### src/rtl/core/fully_assoc_lru_cache_lookup_assert.svh
// assertion macros for the lru cache lookup block
`ifndef FULLY_ASSOC_LRU_CACHE_LOOKUP_ASSERT_SVH
`define FULLY_ASSOC_LRU_CACHE_LOOKUP_ASSERT_SVH

// same-cycle implication, held off during reset
`define FALRU_ASSERT_IMP(label, clk, rst_n, ante, cons, msg) \
    label: assert property (@(posedge clk) disable iff (!(rst_n)) (ante) |-> (cons)) \
        else $error(msg);

// next-cycle implication, held off during reset
`define FALRU_ASSERT_NXT(label, clk, rst_n, ante, cons, msg) \
    label: assert property (@(posedge clk) disable iff (!(rst_n)) (ante) |=> (cons)) \
        else $error(msg);

`endif

### src/rtl/core/falru_pkg.sv
`default_nettype none

package falru_pkg;

    localparam int LINES_DEFAULT = 16;
    localparam int ADDR_W        = 32;
    localparam int TAG_SHIFT     = 2;
    localparam int TAG_W         = ADDR_W - TAG_SHIFT;
    localparam int CNT_W         = 32;

    // controller to datapath
    typedef struct packed {
        logic req_ready;
        logic load_req;
        logic latch_cmp;
        logic commit;
    } t_dp_cmd;

    // datapath to controller
    typedef struct packed {
        logic out_free;
    } t_dp_sts;

endpackage

`default_nettype wire

### src/rtl/core/falru_if.sv
`default_nettype none

interface falru_req_if;
    logic                        valid;
    logic                        ready;
    logic [falru_pkg::ADDR_W-1:0] address;

    modport source (output valid, output address, input ready);
    modport sink   (input valid, input address, output ready);
endinterface

interface falru_rsp_if;
    logic                        valid;
    logic                        ready;
    logic                        hit;
    logic [falru_pkg::CNT_W-1:0] hits_so_far;
    logic [falru_pkg::CNT_W-1:0] accesses_so_far;

    modport source (output valid, output hit, output hits_so_far,
                    output accesses_so_far, input ready);
    modport sink   (input valid, input hit, input hits_so_far,
                    input accesses_so_far, output ready);
endinterface

`default_nettype wire

### src/rtl/core/falru_datapath.sv
`default_nettype none

module falru_datapath #(
    parameter int LINES = falru_pkg::LINES_DEFAULT
) (
    input  wire logic                         i_clk,
    input  wire logic                         i_rst_n,
    input  wire falru_pkg::t_dp_cmd           i_cmd,
    input  wire logic [falru_pkg::ADDR_W-1:0] i_address,
    input  wire logic                         i_rsp_ready,
    output falru_pkg::t_dp_sts                o_sts,
    output logic                              o_rsp_valid,
    output logic                              o_hit,
    output logic [falru_pkg::CNT_W-1:0]       o_hits_so_far,
    output logic [falru_pkg::CNT_W-1:0]       o_accesses_so_far
);

    localparam int IDX_W = (LINES > 1) ? $clog2(LINES) : 1;
    localparam logic [IDX_W-1:0] RANK_OLDEST = IDX_W'(LINES - 1);

    logic [falru_pkg::TAG_W-1:0] r_req_tag;
    logic [falru_pkg::TAG_W-1:0] r_tag [LINES];
    logic [LINES-1:0]            r_valid;
    logic [IDX_W-1:0]            r_rank [LINES];
    logic                        r_hit;
    logic [IDX_W-1:0]            r_line;
    logic [falru_pkg::CNT_W-1:0] r_hit_total;
    logic [falru_pkg::CNT_W-1:0] r_acc_total;
    logic                        r_out_valid;
    logic                        r_out_hit;
    logic [falru_pkg::CNT_W-1:0] r_out_hits;
    logic [falru_pkg::CNT_W-1:0] r_out_acc;

    logic                        found;
    logic [IDX_W-1:0]            match_line;
    logic                        have_empty;
    logic [IDX_W-1:0]            empty_line;
    logic [IDX_W-1:0]            victim_line;
    logic [IDX_W-1:0]            n_line;
    logic [IDX_W-1:0]            old_rank;
    logic [falru_pkg::CNT_W-1:0] n_hit_total;
    logic [falru_pkg::CNT_W-1:0] n_acc_total;

    // tag compare, first empty line and lru victim, lowest index wins
    always_comb begin
        found       = 1'b0;
        match_line  = '0;
        have_empty  = 1'b0;
        empty_line  = '0;
        victim_line = '0;
        for (int i = LINES - 1; i >= 0; i--) begin
            if (r_valid[i] && (r_tag[i] == r_req_tag)) begin
                found      = 1'b1;
                match_line = IDX_W'(i);
            end
            if (!r_valid[i]) begin
                have_empty = 1'b1;
                empty_line = IDX_W'(i);
            end
            if (r_rank[i] == RANK_OLDEST) begin
                victim_line = IDX_W'(i);
            end
        end
        if (found) begin
            n_line = match_line;
        end else if (have_empty) begin
            n_line = empty_line;
        end else begin
            n_line = victim_line;
        end
    end

    assign old_rank    = r_rank[r_line];
    assign n_hit_total = r_hit_total + falru_pkg::CNT_W'(r_hit);
    assign n_acc_total = r_acc_total + falru_pkg::CNT_W'(1);

    always_ff @(posedge i_clk) begin
        if (i_cmd.load_req) begin
            r_req_tag <= i_address[falru_pkg::ADDR_W-1:falru_pkg::TAG_SHIFT];
        end
        if (i_cmd.latch_cmp) begin
            r_hit  <= found;
            r_line <= n_line;
        end
        if (i_cmd.commit && !r_hit) begin
            r_tag[r_line] <= r_req_tag;
        end
        if (i_cmd.commit) begin
            r_out_hit  <= r_hit;
            r_out_hits <= n_hit_total;
            r_out_acc  <= n_acc_total;
        end
    end

    always_ff @(posedge i_clk) begin
        if (!i_rst_n) begin
            r_valid     <= '0;
            r_hit_total <= '0;
            r_acc_total <= '0;
            r_out_valid <= 1'b0;
            for (int i = 0; i < LINES; i++) begin
                r_rank[i] <= IDX_W'(i);
            end
        end else begin
            if (i_cmd.commit) begin
                r_valid[r_line] <= 1'b1;
                r_hit_total     <= n_hit_total;
                r_acc_total     <= n_acc_total;
                // touched line to front, younger lines age by one
                for (int i = 0; i < LINES; i++) begin
                    if (IDX_W'(i) == r_line) begin
                        r_rank[i] <= '0;
                    end else if (r_rank[i] < old_rank) begin
                        r_rank[i] <= r_rank[i] + IDX_W'(1);
                    end
                end
            end
            if (i_cmd.commit) begin
                r_out_valid <= 1'b1;
            end else if (i_rsp_ready) begin
                r_out_valid <= 1'b0;
            end
        end
    end

    assign o_sts.out_free    = !r_out_valid || i_rsp_ready;
    assign o_rsp_valid       = r_out_valid;
    assign o_hit             = r_out_hit;
    assign o_hits_so_far     = r_out_hits;
    assign o_accesses_so_far = r_out_acc;

endmodule

`default_nettype wire

### src/rtl/core/falru_ctrl.sv
`default_nettype none

module falru_ctrl (
    input  wire logic               i_clk,
    input  wire logic               i_rst_n,
    input  wire logic               i_req_valid,
    input  wire falru_pkg::t_dp_sts i_sts,
    output falru_pkg::t_dp_cmd      o_cmd
);

    localparam logic [1:0] S_IDLE = 2'd0;
    localparam logic [1:0] S_CMP  = 2'd1;
    localparam logic [1:0] S_UPD  = 2'd2;

    logic [1:0] r_state;
    logic [1:0] n_state;

    always_comb begin
        o_cmd   = '0;
        n_state = r_state;
        unique case (r_state)
            S_IDLE: begin
                o_cmd.req_ready = 1'b1;
                if (i_req_valid) begin
                    o_cmd.load_req = 1'b1;
                    n_state        = S_CMP;
                end
            end
            S_CMP: begin
                o_cmd.latch_cmp = 1'b1;
                n_state         = S_UPD;
            end
            S_UPD: begin
                // wait here while the previous result is still unread
                if (i_sts.out_free) begin
                    o_cmd.commit    = 1'b1;
                    o_cmd.req_ready = 1'b1;
                    if (i_req_valid) begin
                        o_cmd.load_req = 1'b1;
                        n_state        = S_CMP;
                    end else begin
                        n_state = S_IDLE;
                    end
                end
            end
            default: begin
                n_state = S_IDLE;
            end
        endcase
    end

    always_ff @(posedge i_clk) begin
        if (!i_rst_n) begin
            r_state <= S_IDLE;
        end else begin
            r_state <= n_state;
        end
    end

endmodule

`default_nettype wire

### src/rtl/core/fully_assoc_lru_cache_lookup.sv
// fully associative cache lookup, true lru, one-word lines
// a request is accepted, compared, then committed in update and held in the result register
// one request per compare/update pair, which share the line registers; update may
//   take the next request; stalls only while the result register is full
// reset: synchronous active-low i_rst_n empties all lines, ranks back to
//   line order, counters to zero; no clearing pass, ready right after reset
`default_nettype none

`include "fully_assoc_lru_cache_lookup_assert.svh"

module fully_assoc_lru_cache_lookup #(
    parameter int LINES = falru_pkg::LINES_DEFAULT
) (
    input  wire logic     i_clk,
    input  wire logic     i_rst_n,
    falru_req_if.sink     i_req,
    falru_rsp_if.source   o_rsp
);

    // command and status between sequencer and line datapath
    falru_pkg::t_dp_cmd cmd;
    falru_pkg::t_dp_sts sts;

    // sequencer: idle -> compare -> update; update may take the next request
    falru_ctrl u_ctrl (
        .i_clk       (i_clk),
        .i_rst_n     (i_rst_n),
        .i_req_valid (i_req.valid),
        .i_sts       (sts),
        .o_cmd       (cmd)
    );

    // line tags, valid bits, recency ranks, counters and result register
    falru_datapath #(
        .LINES (LINES)
    ) u_datapath (
        .i_clk             (i_clk),
        .i_rst_n           (i_rst_n),
        .i_cmd             (cmd),
        .i_address         (i_req.address),
        .i_rsp_ready       (o_rsp.ready),
        .o_sts             (sts),
        .o_rsp_valid       (o_rsp.valid),
        .o_hit             (o_rsp.hit),
        .o_hits_so_far     (o_rsp.hits_so_far),
        .o_accesses_so_far (o_rsp.accesses_so_far)
    );

    // request taken only through the sequencer's ready
    assign i_req.ready = cmd.req_ready;

    // a loaded request goes to compare on the next cycle
    `FALRU_ASSERT_NXT(a_load_then_cmp, i_clk, i_rst_n, cmd.load_req, cmd.latch_cmp, "load without compare")
    // after compare the update fires exactly when the result slot is free
    `FALRU_ASSERT_NXT(a_cmp_then_commit, i_clk, i_rst_n, cmd.latch_cmp, cmd.commit == sts.out_free, "update not after compare")
    // a commit never overwrites an unread result
    `FALRU_ASSERT_IMP(a_commit_free, i_clk, i_rst_n, cmd.commit, sts.out_free, "result overwritten")
    // a new request is only loaded when ready is shown
    `FALRU_ASSERT_IMP(a_load_ready, i_clk, i_rst_n, cmd.load_req, cmd.req_ready && i_req.valid, "load without handshake")

endmodule

`default_nettype wire
### src/flat_wrapper.sv
// flat-port wrapper written by rule: the top's interface ports become plain ports
module fully_assoc_lru_cache_lookup_flat 
#(
    parameter int LINES = falru_pkg::LINES_DEFAULT
)
  (i_clk, i_rst_n, i_req_valid, i_req_address, i_req_ready, o_rsp_valid, o_rsp_hit, o_rsp_hits_so_far, o_rsp_accesses_so_far, o_rsp_ready);
  falru_req_if i_req_i ();
  falru_rsp_if o_rsp_i ();
  input  wire logic i_clk;
  input  wire logic i_rst_n;
  input wire logic [$bits(i_req_i.valid)-1:0] i_req_valid;
  input wire logic [$bits(i_req_i.address)-1:0] i_req_address;
  output wire logic [$bits(i_req_i.ready)-1:0] i_req_ready;
  output wire logic [$bits(o_rsp_i.valid)-1:0] o_rsp_valid;
  output wire logic [$bits(o_rsp_i.hit)-1:0] o_rsp_hit;
  output wire logic [$bits(o_rsp_i.hits_so_far)-1:0] o_rsp_hits_so_far;
  output wire logic [$bits(o_rsp_i.accesses_so_far)-1:0] o_rsp_accesses_so_far;
  input wire logic [$bits(o_rsp_i.ready)-1:0] o_rsp_ready;
  assign i_req_i.valid = i_req_valid;
  assign i_req_i.address = i_req_address;
  assign i_req_ready = i_req_i.ready;
  assign o_rsp_valid = o_rsp_i.valid;
  assign o_rsp_hit = o_rsp_i.hit;
  assign o_rsp_hits_so_far = o_rsp_i.hits_so_far;
  assign o_rsp_accesses_so_far = o_rsp_i.accesses_so_far;
  assign o_rsp_i.ready = o_rsp_ready;
  fully_assoc_lru_cache_lookup #(.LINES(LINES)) u_core (.i_clk(i_clk), .i_rst_n(i_rst_n), .i_req(i_req_i), .o_rsp(o_rsp_i));
endmodule
### config.mk
export PLATFORM = sky130hd
export DESIGN_NAME = fully_assoc_lru_cache_lookup_flat
export DESIGN_NICKNAME = d
export VERILOG_FILES = /design/src/rtl/core/falru_pkg.sv /design/src/rtl/core/falru_if.sv /design/src/rtl/core/falru_datapath.sv /design/src/rtl/core/falru_ctrl.sv /design/src/rtl/core/fully_assoc_lru_cache_lookup.sv /design/src/flat_wrapper.sv
export VERILOG_INCLUDE_DIRS = /design/src /design/src/rtl/core
export SDC_FILE = /design/constraint.sdc
export NUM_CORES = 1
export LEC_CHECK = 0
export BUFFER_PORTS_ARGS = -buffer_cell sky130_fd_sc_hd__clkbuf_2
export CAP_MARGIN = 20
export CORE_MARGIN = 2
export CORE_UTILIZATION = 67
export DETAILED_ROUTE_END_ITERATION = 10
export PLACE_DENSITY = 0.85
export SETUP_SLACK_MARGIN = 0.15
export SLEW_MARGIN = 10
export SYNTH_ARGS = -nofsm -noshare
export SYNTH_HDL_FRONTEND = slang
export SYNTH_SLANG_ARGS = --single-unit
### constraint.sdc
create_clock -name i_clk -period 20.3 [get_ports i_clk]
set_clock_uncertainty 0.1 [all_clocks]
set_input_delay 6.09 -clock i_clk [delete_from_list [all_inputs] [get_ports i_clk]]
set_output_delay 6.09 -clock i_clk [all_outputs]
set_load 0.02 [all_outputs]
==> impl_results.md <==
- Synth Register Bits: 731
- Netlist Area Pre-Place: 34000 µm²
- Ratio of cells with drive above 1 in the final layout: 0.121
- Unrepaired setup endpoints after global routing: no
- TritonCTS buffer count: 75
- PostCTS Resize Cnt: 0
- Cell type of the slowest stage on the worst timing path: sky130_fd_sc_hd__a21oi_1
- Max-cap violations: 0
- Fraction of power consumed by combinational cells: 0.073
- Setup slack after placement: 7.37 ns
- Drt wl/cell: 24.3 µm
- Routability Congestion: 0.926
- Worst reg2reg setup slack: 15.65 ns
- Switching power total: 0.743 mW
- Vias after detailed routing: 22.3k
- Timing-limited maximum frequency: 0.0772 GHz
- Pint: 2.48 mW
- Vias per cell: 6.54
- Period utilization: 0.638
- Final-layout worst hold slack: 0.375 ns
- Starting utilization of the core area: 0.678
- Synth top area cells: sky130_fd_sc_hd__edfxtp_1, sky130_fd_sc_hd__xnor2_1, sky130_fd_sc_hd__dfxtp_1, sky130_fd_sc_hd__nand4_1, sky130_fd_sc_hd__ha_1
- Sink of the worst hold path: u_core.u_datapath.r_hit_total[0]$_SDFFE_PN0P_
- Type of the setup path with the least slack: in2out
- Path type of the worst min-delay path: reg2reg
- PortBufs: 100
- Iteration-0 DRC Markers: 2530
- Antenna violations before repair: 1
- Share of total power in sequential cells: 0.518
- Cell type contributing the most total cell area after synthesis: sky130_fd_sc_hd__edfxtp_1
- Skew-Pair Late Insertion Delay: 0.64 ns
- Number of H-tree levels: 3
- Clock tree root buffer cell: sky130_fd_sc_hd__clkbuf_16
- Critical path cell sequence: clkbuf_2 > nor2b_1 > a21oi_1 > clkbuf_2
- Dominant cell type by count on the critical path: sky130_fd_sc_hd__clkbuf_2
- Most used DFF post-synth: sky130_fd_sc_hd__edfxtp_1
- CTS tree: built
- CTS Buffer Depth: 3
- Boundary pin count: 103
- Number of failing setup endpoints in the final timing report: 0
- Per-instance average area after synthesis: 13.4 µm²
- First-pass iteration count of the detailed router: 7
- Count of warnings emitted by yosys: 0
- Die Ht: 229 µm
- Data arrival time of the critical path: 6.76 ns
- Sequential share of the synthesized area: 0.619
- Count of cell types in the netlist: 69
- Overall routed net length: 82900 µm
- Setup ws final: 7.35 ns
- Remaining antenna violation count after routing: 0
- Total global routing overflow: 0
- Buffers and inverters on the worst path: 2
- Max_slew headroom: 0.330
- Type of origin of the critical path: primary input
- Post-route cell area: 37700 µm²
- Cell count after synthesis: 2546
- Final hold viol count: 0
- Post-layout min period: 12.95 ns
- Switching share of total power: 0.230
- Worst EP required: 14.11 ns
- Maximum fanout count along the critical path: 4
- Worst IR Drop VDD: 0.0862 mV
- Startpoint of the worst hold path: u_core.u_datapath.r_hit_total[0]$_SDFFE_PN0P_
- Slew of the pin with the lowest slew margin: 0.992 ns
- Async S/R FF share, synth: 0
- Total power density per cell area: 85.6 nW/µm²
- Length in cells of the worst reg-to-reg path: 8
- Endpoint type of the worst setup path: primary output
- Final setup TNS: 0 ns
- Result of the run: finished clean
- CP top delay family: buffers and inverters
- Syn nets: 2649
- Placed instance area: 35300 µm²
- DRC: 0
- Net count of the finished layout: 2783
- Final Max Slew Viols: 0
- Detailed Place HPWL: 50300 µm
- Die X: 229 µm
- Number of synthesized flops with an enable pin: 644
- Maximum number of pins on one net before global-route repair: 88
- Delay of the slowest critical-path stage: 0.27 ns
- Buffers inserted by post-CTS timing repair: 0
- Number of hold-repair buffers added at the cts stage: 0
- # fillers: 2882
- Number of global-route vias before repair: 22.3k
- Endpoint of the lowest-slack register-to-register path: u_core.u_datapath.r_rank[1][0]$_SDFFCE_PN1P_
- Clock sinks: 731
- Global-route total usage across every layer: 0.314
- Number of cell rows: 82
- Hold depth: 2
- Layout overhead on the synthesized area: 10.7%
- Static Leak: 12.1 nW
- Wire length of the first global-routing pass: 126000 µm
- Core area: 50200 µm²
- Portion of total power attributed to the clock network: 0.409
- Clock-pin slew reported for the worst setup and hold paths after clock tree synthesis: 0.05 ns
- Die Area: 52600 µm²
- Area share of the largest cell type after synthesis: 0.568
==> state kept, by name, indices dropped and copies added (netlist names), 16 cells and up, named ones only <==
signal                               count
u_core.u_datapath.r_acc_total           32
u_core.u_datapath.r_valid               16
u_core.u_datapath.r_req_tag             30
u_core.u_datapath.o_hits_so_far         32
u_core.u_datapath.o_accesses_so_far     32
u_core.u_datapath.r_hit_total           32
u_core.u_datapath.r_tag                480
u_core.u_datapath.r_rank                64
==> cell usage in the layout, fill, tap and decap left out, drive strengths merged, types with 61 or more instances in the layout <==
| cell | netlist | layout |
|---|---|---|
| nand3 | 106 | 106 |
| edfxtp | 644 | 644 |
| nand4 | 244 | 244 |
| dfxtp | 87 | 87 |
| clkbuf | 38 | 208 |
| ha | 67 | 67 |
| xor2 | 89 | 89 |
| xnor2 | 527 | 527 |
| nand2 | 131 | 131 |
| buf | 66 | 61 |
| nor2 | 121 | 121 |
==> per-stage QoR <==
stage / total power [mW] / utilization / cells
after floorplan: 1.86 / - / 2546
after detailed placement: 1.93 / 0.704 / 3274
after global placement: 1.92 / 0.704 / 3274
after global routing: 3.31 / 0.751 / 3411
final: 3.23 / 0.751 / 3411
after CTS: 3.23 / 0.751 / 3409
==> synthesized netlist by cell type, types with 4 or more instances <==
master and n:
sky130_fd_sc_hd__xor2_1 89, sky130_fd_sc_hd__clkbuf_1 38, sky130_fd_sc_hd__o2111ai_1 10, sky130_fd_sc_hd__nor4_1 57, sky130_fd_sc_hd__nand2b_1 10, sky130_fd_sc_hd__a21oi_1 55
sky130_fd_sc_hd__nand2_1 131, sky130_fd_sc_hd__and4_1 10, sky130_fd_sc_hd__o21ai_0 45, sky130_fd_sc_hd__nand4_1 243, sky130_fd_sc_hd__inv_1 26, sky130_fd_sc_hd__nor2_1 121
sky130_fd_sc_hd__xnor2_1 513, sky130_fd_sc_hd__or4_1 7, sky130_fd_sc_hd__dfxtp_1 87, sky130_fd_sc_hd__xnor2_2 14, sky130_fd_sc_hd__or3_1 25, sky130_fd_sc_hd__and2_1 11
sky130_fd_sc_hd__a31oi_1 8, sky130_fd_sc_hd__ha_1 67, sky130_fd_sc_hd__nor2b_1 7, sky130_fd_sc_hd__or2_2 6, sky130_fd_sc_hd__nand4b_1 4, sky130_fd_sc_hd__o21a_1 20
sky130_fd_sc_hd__nor3_1 20, sky130_fd_sc_hd__buf_2 47, sky130_fd_sc_hd__o211ai_1 18, sky130_fd_sc_hd__buf_6 15, sky130_fd_sc_hd__edfxtp_1 644, sky130_fd_sc_hd__nand3_1 106
sky130_fd_sc_hd__mux4_2 19, sky130_fd_sc_hd__and3_1 17
==> layer usage <==
layer  GRT usage  up-vias  part of all wire  routed length, µm
li1            -     9800                 -                  -
met1       0.402    10900              0.37              30400
met2       0.509     1321              0.48              39500
met3      0.0629      295              0.10               8480
met4       0.166        0             0.054               4480
met5           0        -                 0                  0
==> area by class of cell <==
class | count | area [µm²] | area share
timing repair buffer | 161 | 966 | 0.0256
clock inverter | 27 | 231 | 0.00614
tap | 672 | 841 | 0.0223
clock buffer | 108 | 2100 | 0.0559
antenna | 1 | 2.50 | 0.0000664
multi-input combinational | 1684 | 12300 | 0.328
sequential | 731 | 21100 | 0.560
inverter | 27 | 104 | 0.00276
==> worst min-delay path, delay by kind of cell, from the launching register on <==
kind	cells	cell delay, ns
and+or+nand+nor	1	0.05
DFF	1	0.31
AOI/OAI and AO/OA	1	0.06
==> worst max path at each step <==
stage,from,end,slack [ns],cells past startpoint
2_1_floorplan,o_rsp_ready,i_req_ready,7.55,2
3_3_place_gp,o_rsp_ready,i_req_ready,7.38,4
3_5_place_dp,o_rsp_ready,i_req_ready,7.37,4
4_1_cts,o_rsp_ready,i_req_ready,7.36,4
5_1_grt,o_rsp_ready,i_req_ready,7.32,4
6_report,o_rsp_ready,i_req_ready,7.35,4
==> power by group through the flow <==
stage	Combinational [mW]	Clock [mW]	Sequential (mW)
6_report	0.237	1.32	1.67
3_3_place_gp	0.217	0	1.70
5_1_grt	0.253	1.39	1.67
2_1_floorplan	0.155	0	1.70
4_1_cts	0.232	1.33	1.67
3_5_place_dp	0.228	0	1.70
==> cell families after synthesis <==
group / after synthesis / synth area share
AO/OA/AOI/OAI: 183 / 0.0341
XOR/XNOR: 616 / 0.162
buffers and inverters: 131 / 0.0196
adder cells (fa/ha/maj): 67 / 0.0246
multiplexers: 23 / 0.0138
flip-flops: 731 / 0.619
AND/OR/NAND/NOR: 795 / 0.127
Note: power is estimated with default switching activity, not from simulation.
